### src/rtl/core/iicfp_pkg.sv
// shared constants and types for the decimal/decimal/char/hex text field parser
package iicfp_pkg;

    // value accumulator width default
    localparam int VALUE_WIDTH_DEF = 32;

    // result field widths
    localparam int CH_W    = 8;
    localparam int COUNT_W = 3;
    localparam int OUT_W   = 32;
    localparam int PHASE_W = 3;

    // parse phases
    localparam logic [PHASE_W-1:0] PH_SKIP1 = 3'd0;
    localparam logic [PHASE_W-1:0] PH_DEC1  = 3'd1;
    localparam logic [PHASE_W-1:0] PH_SKIP2 = 3'd2;
    localparam logic [PHASE_W-1:0] PH_DEC2  = 3'd3;
    localparam logic [PHASE_W-1:0] PH_SKIPC = 3'd4;
    localparam logic [PHASE_W-1:0] PH_SKIPH = 3'd5;
    localparam logic [PHASE_W-1:0] PH_HEX   = 3'd6;
    localparam logic [PHASE_W-1:0] PH_STOP  = 3'd7;

    // ascii codes
    localparam logic [CH_W-1:0] CH_NUL   = 8'h00;
    localparam logic [CH_W-1:0] CH_SPACE = 8'h20;
    localparam logic [CH_W-1:0] CH_MINUS = 8'h2D;
    localparam logic [CH_W-1:0] CH_ZERO  = 8'h30;
    localparam logic [CH_W-1:0] CH_NINE  = 8'h39;
    localparam logic [CH_W-1:0] CH_UA    = 8'h41;
    localparam logic [CH_W-1:0] CH_UF    = 8'h46;
    localparam logic [CH_W-1:0] CH_UX    = 8'h58;
    localparam logic [CH_W-1:0] CH_LA    = 8'h61;
    localparam logic [CH_W-1:0] CH_LF    = 8'h66;
    localparam logic [CH_W-1:0] CH_LX    = 8'h78;

    // per-field control flags; in the hex phase neg marks a taken 0x prefix
    // and saw_zero marks a single leading '0'
    typedef struct packed {
        logic [PHASE_W-1:0] phase;
        logic               neg;
        logic               digit_seen;
        logic               saw_zero;
    } t_ctl;

endpackage

### src/rtl/core/int_int_char_hex_field_parser_top.sv
// top level of the decimal/decimal/char/hex text field parser
//
//  channel  direction  handshake           word
//  input    in         i_valid / o_ready   i_ch, one ascii byte
//  result   out        o_valid / i_ready   o_field_count .. o_hex_value
//
// One byte is taken per cycle unless a terminator waits in the input register.
// A byte is held in the input register, then the step logic updates the parse
// state; when a zero byte leaves the input register the result register loads,
// raising o_valid, and the parse state returns to reset. Reset clears the parse
// state and both valid flags. A terminator waits in the input register only while
// the result register is full and i_ready is low, and no byte is taken behind it.
module int_int_char_hex_field_parser_top #(
    parameter int VALUE_WIDTH = iicfp_pkg::VALUE_WIDTH_DEF
) (
    input  logic                                i_clk,
    input  logic                                i_rst_n,
    input  logic                                i_valid,
    output logic                                o_ready,
    input  logic [iicfp_pkg::CH_W-1:0]          i_ch,
    output logic                                o_valid,
    input  logic                                i_ready,
    output logic [iicfp_pkg::COUNT_W-1:0]       o_field_count,
    output logic signed [iicfp_pkg::OUT_W-1:0]  o_first_value,
    output logic signed [iicfp_pkg::OUT_W-1:0]  o_second_value,
    output logic [iicfp_pkg::CH_W-1:0]          o_char_value,
    output logic [iicfp_pkg::OUT_W-1:0]         o_hex_value
);
    import iicfp_pkg::*;

    logic                   r_in_valid;
    logic [CH_W-1:0]        r_ch;
    t_ctl                   r_ctl;
    logic [VALUE_WIDTH-1:0] r_accum;
    logic [COUNT_W-1:0]     r_count;
    logic [OUT_W-1:0]       r_first;
    logic [OUT_W-1:0]       r_second;
    logic [CH_W-1:0]        r_char;
    logic                   r_out_valid;
    logic [COUNT_W-1:0]     r_out_count;
    logic [OUT_W-1:0]       r_out_first;
    logic [OUT_W-1:0]       r_out_second;
    logic [CH_W-1:0]        r_out_char;
    logic [OUT_W-1:0]       r_out_hex;

    t_ctl                   n_ctl;
    logic [VALUE_WIDTH-1:0] n_accum;
    logic [COUNT_W-1:0]     n_count;
    logic [OUT_W-1:0]       n_first;
    logic [OUT_W-1:0]       n_second;
    logic [CH_W-1:0]        n_char;

    logic                   is_term;
    logic                   advance;
    logic                   in_fire;

    // handshake: a terminator waits only while the result register is full
    assign is_term = (r_ch == CH_NUL);
    assign advance = r_in_valid && (!is_term || !r_out_valid || i_ready);
    assign o_ready = !r_in_valid || advance;
    assign in_fire = i_valid && o_ready;

    // per-byte next-state logic
    iicfp_step #(
        .VALUE_WIDTH (VALUE_WIDTH)
    ) u_step (
        .i_ch     (r_ch),
        .i_ctl    (r_ctl),
        .i_accum  (r_accum),
        .i_count  (r_count),
        .i_first  (r_first),
        .i_second (r_second),
        .i_char   (r_char),
        .o_ctl    (n_ctl),
        .o_accum  (n_accum),
        .o_count  (n_count),
        .o_first  (n_first),
        .o_second (n_second),
        .o_char   (n_char)
    );

    // input register
    always_ff @(posedge i_clk) begin
        if (!i_rst_n) begin
            r_in_valid <= 1'b0;
        end else if (in_fire) begin
            r_in_valid <= 1'b1;
        end else if (advance) begin
            r_in_valid <= 1'b0;
        end
        if (in_fire) begin
            r_ch <= i_ch;
        end
    end

    // parse state; a terminator returns it to reset
    always_ff @(posedge i_clk) begin
        if (!i_rst_n) begin
            r_ctl    <= '{phase: PH_SKIP1, default: 1'b0};
            r_accum  <= '0;
            r_count  <= '0;
            r_first  <= '0;
            r_second <= '0;
            r_char   <= '0;
        end else if (advance) begin
            if (is_term) begin
                r_ctl    <= '{phase: PH_SKIP1, default: 1'b0};
                r_accum  <= '0;
                r_count  <= '0;
                r_first  <= '0;
                r_second <= '0;
                r_char   <= '0;
            end else begin
                r_ctl    <= n_ctl;
                r_accum  <= n_accum;
                r_count  <= n_count;
                r_first  <= n_first;
                r_second <= n_second;
                r_char   <= n_char;
            end
        end
    end

    // result register; fields not parsed read as zero
    always_ff @(posedge i_clk) begin
        if (!i_rst_n) begin
            r_out_valid <= 1'b0;
        end else if (advance && is_term) begin
            r_out_valid <= 1'b1;
        end else if (i_ready) begin
            r_out_valid <= 1'b0;
        end
        if (advance && is_term) begin
            r_out_count  <= n_count;
            r_out_first  <= (n_count >= COUNT_W'(1)) ? n_first : '0;
            r_out_second <= (n_count >= COUNT_W'(2)) ? n_second : '0;
            r_out_char   <= (n_count >= COUNT_W'(3)) ? n_char : '0;
            r_out_hex    <= (n_count >= COUNT_W'(4)) ? OUT_W'(n_accum) : '0;
        end
    end

    assign o_valid        = r_out_valid;
    assign o_field_count  = r_out_count;
    assign o_first_value  = signed'(r_out_first);
    assign o_second_value = signed'(r_out_second);
    assign o_char_value   = r_out_char;
    assign o_hex_value    = r_out_hex;

endmodule

### src/rtl/core/iicfp_step.sv
// next-state logic: folds one byte into the parser state
module iicfp_step #(
    parameter int VALUE_WIDTH = iicfp_pkg::VALUE_WIDTH_DEF
) (
    input  logic [iicfp_pkg::CH_W-1:0]    i_ch,
    input  iicfp_pkg::t_ctl               i_ctl,
    input  logic [VALUE_WIDTH-1:0]        i_accum,
    input  logic [iicfp_pkg::COUNT_W-1:0] i_count,
    input  logic [iicfp_pkg::OUT_W-1:0]   i_first,
    input  logic [iicfp_pkg::OUT_W-1:0]   i_second,
    input  logic [iicfp_pkg::CH_W-1:0]    i_char,
    output iicfp_pkg::t_ctl               o_ctl,
    output logic [VALUE_WIDTH-1:0]        o_accum,
    output logic [iicfp_pkg::COUNT_W-1:0] o_count,
    output logic [iicfp_pkg::OUT_W-1:0]   o_first,
    output logic [iicfp_pkg::OUT_W-1:0]   o_second,
    output logic [iicfp_pkg::CH_W-1:0]    o_char
);
    import iicfp_pkg::*;

    logic                   is_dec;
    logic                   is_hex;
    logic [3:0]             dec_d;
    logic [3:0]             hex_d;
    logic                   done;
    logic [PHASE_W-1:0]     ph;
    logic                   neg;
    logic                   dig;
    logic                   sz;
    logic [VALUE_WIDTH-1:0] acc;
    logic [COUNT_W-1:0]     cnt;
    logic [OUT_W-1:0]       first;
    logic [OUT_W-1:0]       second;
    logic [CH_W-1:0]        chr;
    logic [VALUE_WIDTH-1:0] mag;
    logic [OUT_W-1:0]       dec_val;

    // digit classification
    always_comb begin
        is_dec = (i_ch >= CH_ZERO) && (i_ch <= CH_NINE);
        is_hex = is_dec || ((i_ch >= CH_LA) && (i_ch <= CH_LF))
                        || ((i_ch >= CH_UA) && (i_ch <= CH_UF));
        dec_d  = i_ch[3:0];
        hex_d  = is_dec ? i_ch[3:0] : 4'(i_ch[3:0] + 4'd9);
    end

    // phase walk: a byte that ends a field is handled again in the next phase
    always_comb begin
        done   = 1'b0;
        ph     = i_ctl.phase;
        neg    = i_ctl.neg;
        dig    = i_ctl.digit_seen;
        sz     = i_ctl.saw_zero;
        acc    = i_accum;
        cnt    = i_count;
        first  = i_first;
        second = i_second;
        chr    = i_char;
        mag    = '0;
        dec_val = '0;

        // two rounds of skip then decimal cover the end of the first decimal
        for (int k = 0; k < 2; k++) begin
            // skip spaces ahead of a decimal
            if (!done && (ph == PH_SKIP1 || ph == PH_SKIP2)) begin
                if (i_ch == CH_SPACE) begin
                    done = 1'b1;
                end else begin
                    neg = 1'b0;
                    dig = 1'b0;
                    sz  = 1'b0;
                    acc = '0;
                    ph  = (ph == PH_SKIP1) ? PH_DEC1 : PH_DEC2;
                end
            end
            // signed decimal
            if (!done && (ph == PH_DEC1 || ph == PH_DEC2)) begin
                if (i_ch == CH_MINUS && !neg && !dig) begin
                    neg  = 1'b1;
                    done = 1'b1;
                end else if (is_dec) begin
                    acc  = (acc << 3) + (acc << 1) + VALUE_WIDTH'(dec_d);
                    dig  = 1'b1;
                    done = 1'b1;
                end else if (!dig) begin
                    acc  = '0;
                    ph   = PH_STOP;
                    done = 1'b1;
                end else begin
                    mag     = neg ? (~acc + 1'b1) : acc;
                    dec_val = OUT_W'(signed'(mag));
                    if (ph == PH_DEC1) begin
                        first = dec_val;
                        ph    = PH_SKIP2;
                    end else begin
                        second = dec_val;
                        ph     = PH_SKIPC;
                    end
                    cnt = COUNT_W'(cnt + 1'b1);
                end
            end
        end

        // char field
        if (!done && ph == PH_SKIPC) begin
            done = 1'b1;
            if (i_ch == CH_NUL) begin
                acc = '0;
                ph  = PH_STOP;
            end else if (i_ch != CH_SPACE) begin
                chr = i_ch;
                cnt = COUNT_W'(cnt + 1'b1);
                ph  = PH_SKIPH;
            end
        end

        // skip spaces ahead of hex
        if (!done && ph == PH_SKIPH) begin
            if (i_ch == CH_SPACE) begin
                done = 1'b1;
            end else begin
                neg = 1'b0;
                dig = 1'b0;
                sz  = 1'b0;
                acc = '0;
                ph  = PH_HEX;
            end
        end

        // hex field with optional prefix
        if (!done && ph == PH_HEX) begin
            if ((i_ch == CH_LX || i_ch == CH_UX) && sz) begin
                sz  = 1'b0;
                dig = 1'b0;
                neg = 1'b1;
                acc = '0;
            end else if (is_hex) begin
                sz  = !dig && !neg && (i_ch == CH_ZERO);
                acc = (acc << 4) + VALUE_WIDTH'(hex_d);
                dig = 1'b1;
            end else if (dig) begin
                cnt = COUNT_W'(cnt + 1'b1);
                ph  = PH_STOP;
            end else begin
                acc = '0;
                ph  = PH_STOP;
            end
        end

        o_ctl.phase      = ph;
        o_ctl.neg        = neg;
        o_ctl.digit_seen = dig;
        o_ctl.saw_zero   = sz;
        o_accum          = acc;
        o_count          = cnt;
        o_first          = first;
        o_second         = second;
        o_char           = chr;
    end

endmodule

### config.mk
export PLATFORM = sky130hd
export DESIGN_NAME = int_int_char_hex_field_parser_top
export DESIGN_NICKNAME = d
export VERILOG_FILES = /design/src/rtl/core/iicfp_pkg.sv /design/src/rtl/core/int_int_char_hex_field_parser_top.sv /design/src/rtl/core/iicfp_step.sv
export SDC_FILE = /design/constraint.sdc
export NUM_CORES = 1
export LEC_CHECK = 0
export CAP_MARGIN = 20
export CORE_MARGIN = 2
export CORE_UTILIZATION = 55
export DETAILED_ROUTE_END_ITERATION = 8
export DONT_BUFFER_PORTS = 1
export PLACE_DENSITY = 0.78
export SETUP_SLACK_MARGIN = 0.02
export SYNTH_ARGS = -nofsm -noshare
export SYNTH_HDL_FRONTEND = slang
export SYNTH_HIERARCHICAL = 1
export SYNTH_SLANG_ARGS = --single-unit
### constraint.sdc
create_clock -name i_clk -period 9.2 [get_ports i_clk]
set_input_delay 1.38 -clock i_clk [delete_from_list [all_inputs] [get_ports i_clk]]
set_output_delay 1.38 -clock i_clk [all_outputs]
set_load 0.03 [all_outputs]
* Word-level counts from Yosys, hierarchy flattened
Cells that the tools add are included.
Cells by class: equality and inequality tests 15, shift-type cells 0, reductions and logical operators 49, $lt $le $gt $ge 10, divide/modulo/power cells 0, multiplexer cells 146, add/sub/neg operators 12, bitwise gates (word level) 2, multipliers 0
Operators with widths (number):
- 2-to-1 mux 32 bit | 45
- 2-to-1 mux 3 bit | 38
- adder 32 x 4 -> 32 bit | 3
- adder 32 x 1 -> 32 bit, second input constant | 2
- adder 32 bit | 2
- NOT 32 bit | 2
- 2-to-1 mux 1 bit | 55
- 2-to-1 mux 8 bit | 4
- equality test 8 x 6 -> 1 bit, second input constant | 3
- logical AND 1 bit | 19
- equality test 8 x 7 -> 1 bit, second input constant | 2
- greater-or-equal comparator 8 x 7 -> 1 bit, second input constant | 2
- <= comparator 8 x 7 -> 1 bit, second input constant | 2
- zero test 1 bit | 15
- adder 3 x 1 -> 3 bit, second input constant | 4
- equality test 3 x 2 -> 1 bit, second input constant | 4
- logical OR 1 bit | 10
- equality test 3 bit, second input constant | 3
- greater-or-equal comparator 8 x 6 -> 1 bit, second input constant | 1
- <= comparator 8 x 6 -> 1 bit, second input constant | 1
- zero test 8 bit | 1
- != test 8 x 6 -> 1 bit, second input constant | 1
- equality test 3 x 1 -> 1 bit, second input constant | 2
- greater-or-equal comparator 3 x 2 -> 1 bit, second input constant | 2
- 8 further kinds | 11
Word-level totals: output and inout bits 109, flip-flop bits (word level) 230, bits in writable memories 0, memories kept 0, bits in latches 0, ROM bits 0, bits of input ports 12, word-level logic and storage cells 251

* Logic depth before layout (Yosys ltp)
depth in word-level cells 33, gate-level depth with buffers 21, mapped depth without buffers 20

* Cells and area by module
Netlist, hierarchy kept.
By module, submodules not included:
- int_int_char_hex_field_parser_top | sequential area each 5755.5 um2, area each 7748.7 um2, cells an instance 501, times used 1
- iicfp_step | sequential area each 0.0 um2, area each 5430.2 um2, cells an instance 812, times used 1

* Worst setup path after synthesis
OpenSTA, ideal clock, no wires.
path type input to register, start input port i_ready, end register r_out_char[0], in the netlist o_char_value[0], enable pin, setup slack -0.736 ns, required time 8.475 ns, setup time 0.725 ns, path buffers 0, arrival 9.211 ns, cell stages on the path 2, cell sequence nor2b_1 nor3b_1
On the way: longest elaborated chain between the ends 3
RTL lines:
- start, declared | line int_int_char_hex_field_parser_top.sv:22 | input logic i_ready,
- logical OR 1 bit | line int_int_char_hex_field_parser_top.sv:59 | assign advance = r_in_valid && (!is_term || !r_out_valid || i_ready);
- logical AND 1 bit | line int_int_char_hex_field_parser_top.sv:59
- logical AND 1 bit | line int_int_char_hex_field_parser_top.sv:133 | if (advance && is_term) begin
- end signal, assigned | line int_int_char_hex_field_parser_top.sv:137 | r_out_char <= (n_count >= COUNT_W'(3)) ? n_char : '0;
- end, declared | line int_int_char_hex_field_parser_top.sv:43 | logic [CH_W-1:0] r_out_char;
Every way passes these cells. A chain may end at the register's enable or synchronous reset.

* Final worst setup path
start register r_ch[0], end register r_out_hex[18], in the netlist o_hex_value[18] (data pin)
On the way: elaborated cells between the ends (all ways) 156, classes of those cells 9 x add/sub; 7 x order compare; 13 x eq/ne; 95 x mux; 32 x reduce/logical
RTL lines:
- start, declared | line int_int_char_hex_field_parser_top.sv:32 | logic [CH_W-1:0] r_ch;
- start signal, assigned | line int_int_char_hex_field_parser_top.sv:92 | r_ch <= i_ch;
- branches (longest 28 deep; another with adder 32 bit)
- 2-to-1 mux 32 bit * | line iicfp_step.sv:131 | if (!done && ph == PH_HEX) begin
- via n_accum[18] | line int_int_char_hex_field_parser_top.sv:47 | logic [VALUE_WIDTH-1:0] n_accum;
- end signal, assigned | line int_int_char_hex_field_parser_top.sv:138 | r_out_hex <= (n_count >= COUNT_W'(4)) ? OUT_W'(n_accum) : '0;
- end, declared | line int_int_char_hex_field_parser_top.sv:44 | logic [OUT_W-1:0] r_out_hex;
Mark *: on every way through the listed nets, which the timed path passes.

==> run_results.csv <==
group,metric,value,unit
run_status,status,"completed",
critical_path,cp.required,9460,ps
clocking,cts_root_buf,"clkbuf_16",
critical_path,worst_path_max_delay_cell,"nor3b_1",
grt,antenna_found_initial,0,
yosys,synth_simple_gate_area_frac,0.1712,
sta,max_freq,170.4,MHz
placement,dp_hpwl,23.54,mm
detailed_routing,via_count,10380,
floorplanning,ioPinCount,121,
yosys,yosys.area_share.adder,0.06570,
yosys,yosys.area.top_type,"edfxtp_1",
power_and_ir_drop,power.density,151.8,nW/um^2
layout,nets,1350,
detailed_routing,wl_met2,15.61,mm
sta,finalMaxSlewViolations,0,
layout,fin_util,0.6007,
sta,hold_violations,0,
sta,tns,0,ps
placement,place_congestion,0.9603,
yosys,synth_cell_types,81,
layout,drive_gt1_frac,0.07925,
yosys,synth_top_family_by_area,"compound AO/OA/AOI/OAI gates",
yosys,synth_common_cells,"nand2_1, a22o_1, dfxtp_1, edfxtp_1, nor2b_1",
clocking,cts_resized,0,
yosys,syn_inst,1313,
yosys,synthMostInstantiatedCell,"nand2_1",
sta,setup_viol,0,
sta,clock_skew,15.55,ps
floorplanning,fp.dieW,158.8,microns
critical_path,crit_family,"compound AO/OA/AOI/OAI gates",
critical_path,r2r_setup_slack,3330,ps
floorplanning,die-height,158.8,microns
yosys,synth.avg_cell_area,10.04,sq um
yosys,synth_xor_area_frac,0.04054,
placement,dp_cells,1564,
critical_path,reg2reg_depth,19,
clocking,cts_setup_buffers,0,
floorplanning,die-area,25220,sq um
layout,diodes,0,
critical_path,cpMostUsedCell,"nand2_1",
yosys,ys_warn_count,6,
grt,grt-ovfl-total,0,
clocking,path_clk_slew,60,ps
layout,layout.cells.non_filler,1606,
yosys,synth_compound_gate_area_share,0.2290,
power_and_ir_drop,leakage,0.005539,uW
critical_path,r2r_start,"r_ch[0]$_DFFE_PP_",
clocking,h-tree-depth,1,
power_and_ir_drop,power,2141,uW
yosys,synthMuxAreaShare,0.01870,
clocking,hold_buffers,0,
flow_run,drv_cap,0,
critical_path,path_cells,"inv_1, ha_1, nor3b_1, nand2_1, nand2_1, nand2_1, inv_1, fa_1, fa_1, a211oi_1, o21ai_0, a311o_1, a31oi_1, o21ai_0, xor2_1, a22oi_1, nor2_1, a22o_1, and2_1",
yosys,synth_flop_cell,"edfxtp_1",
grt,grt_max_degree,95,
critical_path,endpoint_kind,"flip-flop",
placement,port_buffers,0,
detailed_routing,wl_met3,2.086,mm
yosys,synth_edf_count,115,
detailed_routing,wl_met1,15.22,mm
yosys,ys_async_sr_fraction,0,
min_path,min_path_type,"flip-flop to flip-flop",
critical_path,startpoint_type,"flip-flop",
detailed_routing,totalWireLength,33.85,mm
grt,grt_first_pass_wirelength,53.60,mm
grt,grt.total_usage,0.2590,
clocking,clock_sinks,230,
clocking,tritoncts,"yes",
critical_path,arrival,6130,ps
min_path,hold_path_depth,1,
yosys,synth_area,13180,sq um
critical_path,crit_fanout,11,
power_and_ir_drop,ir_worst_vdd,0.1075,mV
sta,fin_crit_sh,0.6378,
detailed_routing,dr.pass1.iters,8,
grt,grt_pass1_vias,9675,
floorplanning,start_util,0.5615,
detailed_routing,drcViolationCount,0,
sta,worst_pin_slew,1075,ps
yosys,netlist_top_cells_area,"edfxtp_1, dfxtp_1, a22o_1",
critical_path,r2r_end,"o_hex_value[18]$_SDFFCE_PN0P_",
detailed_routing,antenna_left,0,
sta,finalCriticalPeriod,5868,ps
detailed_routing,top_layer,"met4",
floorplanning,rows,56,
yosys,synth_top_area_frac,0.2620,
clocking,cts_max_path_buffers,3,
sta,slew_headroom,0.2831,
critical_path,crit_type,"flip-flop to flip-flop",
clocking,numCtsBuffers,23,
yosys,ys_seq_area_frac,0.4367,
detailed_routing,drt_iter0_markers,1046,
floorplanning,core_area,23470,sq um
critical_path,cpPeakStageDelay,530,ps
layout,syn_to_final_growth,6.997,%
detailed_routing,viasPerCell,6.461,
sta,rsz0062_at_grt,"false",
critical_path,path_buf_inv,2,
min_path,min_to,"r_first[28]$_SDFFE_PN0P_",
yosys,ys_seq_elements,230,
clocking,clock_latency,510,ps
min_path,hold_start,"r_first[28]$_SDFFE_PN0P_",
detailed_routing,wl_per_cell,21.08,microns
yosys,syn_nets,1393,
[cells by family after synthesis]
| family | Yosys count |
|---|---|
| simple gates | 429 |
| compound gates | 402 |
| flops | 230 |
| buf+inv | 101 |
| fa+ha+maj | 68 |
| xor+xnor | 61 |
| mux | 22 |
[cell type report]
type / count / area [sq um]
Clock buffer: 31 / 635.6
Inverter: 18 / 67.56
Timing Repair Buffer: 15 / 116.4
Sequential cell: 230 / 5756
Tap cell: 319 / 399.1
Multi-Input combinational cell: 982 / 6985
Fill cell: 1917 / 9371
Clock inverter: 11 / 141.4
[registers in the layout (all words and copies together) (netlist names)]
register	count
r_accum	32
r_second	32
r_char	8
o_char_value	8
o_field_count	3
o_hex_value	32
r_first	32
r_ctl	6
o_first_value	32
r_ch	8
o_valid	1
r_in_valid	1
r_count	3
o_second_value	32
[power breakdown]
part,switching [uW],internal (uW),leakage (uW),total (uW)
Sequential,12.4,1070,0.00209,1080
Clock,390,572,0.000386,962
Combinational,72.6,22.5,0.00306,95.0
[routing by layer]
layer	vias to the layer above	GRT usage
li1	4802	-
met1	5061	0.3722
met2	444	0.4121
met3	69	0.02874
met4	0	0.07965
met5	-	0
[layout by cell type (no fill, tap or decap), types with 11 or more instances in the layout]
master	Yosys	routed
nand2_1	146	146
a22o_1	130	130
edfxtp_1	115	115
dfxtp_1	115	115
nor2b_1	105	105
ha_1	66	66
nor2_1	61	60
o21ai_0	53	53
a21oi_1	49	48
xor2_1	41	41
o31ai_1	40	40
and2_1	37	37
clkbuf_16	0	23
a22oi_1	21	21
mux2_2	21	21
xnor2_1	20	19
inv_1	18	18
a21o_1	17	17
buf_4	9	14
nand3_1	13	13
o22ai_1	11	11
[stage by stage]
| stage | hold slack, ps | setup slack, ps | instance area (sq um) |
|---|---|---|---|
| final | 472.5 | 3332 | 14100 |
| after global routing | 485.1 | 3025 | 14100 |
| after CTS | 473.0 | 3445 | 14100 |
| after detailed placement | 452.3 | 3459 | 13320 |
| after global placement | 451.7 | 3673 | 13310 |
| after floorplan | 436.7 | 3054 | 13180 |
[worst reg2reg max path: stages (launching register included)]
cell	delay [ps]
edfxtp_1	500
inv_1	190
ha_1	240
nor3b_1	530
nand2_1	180
nand2_1	370
nand2_1	190
inv_1	200
fa_1	490
fa_1	440
a211oi_1	310
o21ai_0	210
a311o_1	440
a31oi_1	370
o21ai_0	160
xor2_1	170
a22oi_1	150
nor2_1	90
a22o_1	260
and2_1	130
[worst max-delay path by stage]
stage                     depth (start not counted)                             to              start  slack (ps)
after floorplan                                   2  o_char_value[0]$_SDFFCE_PN0P_            i_ready        3050
after global placement                           19  o_hex_value[18]$_SDFFCE_PN0P_  r_ch[0]$_DFFE_PP_        3670
after detailed placement                         19  o_hex_value[18]$_SDFFCE_PN0P_  r_ch[0]$_DFFE_PP_        3460
after CTS                                        19  o_hex_value[18]$_SDFFCE_PN0P_  r_ch[0]$_DFFE_PP_        3440
after global routing                             19  o_hex_value[22]$_SDFFCE_PN0P_  r_ch[0]$_DFFE_PP_        3020
final                                            19  o_hex_value[18]$_SDFFCE_PN0P_  r_ch[0]$_DFFE_PP_        3330
No activity file was read; power rests on OpenSTA's default activity.
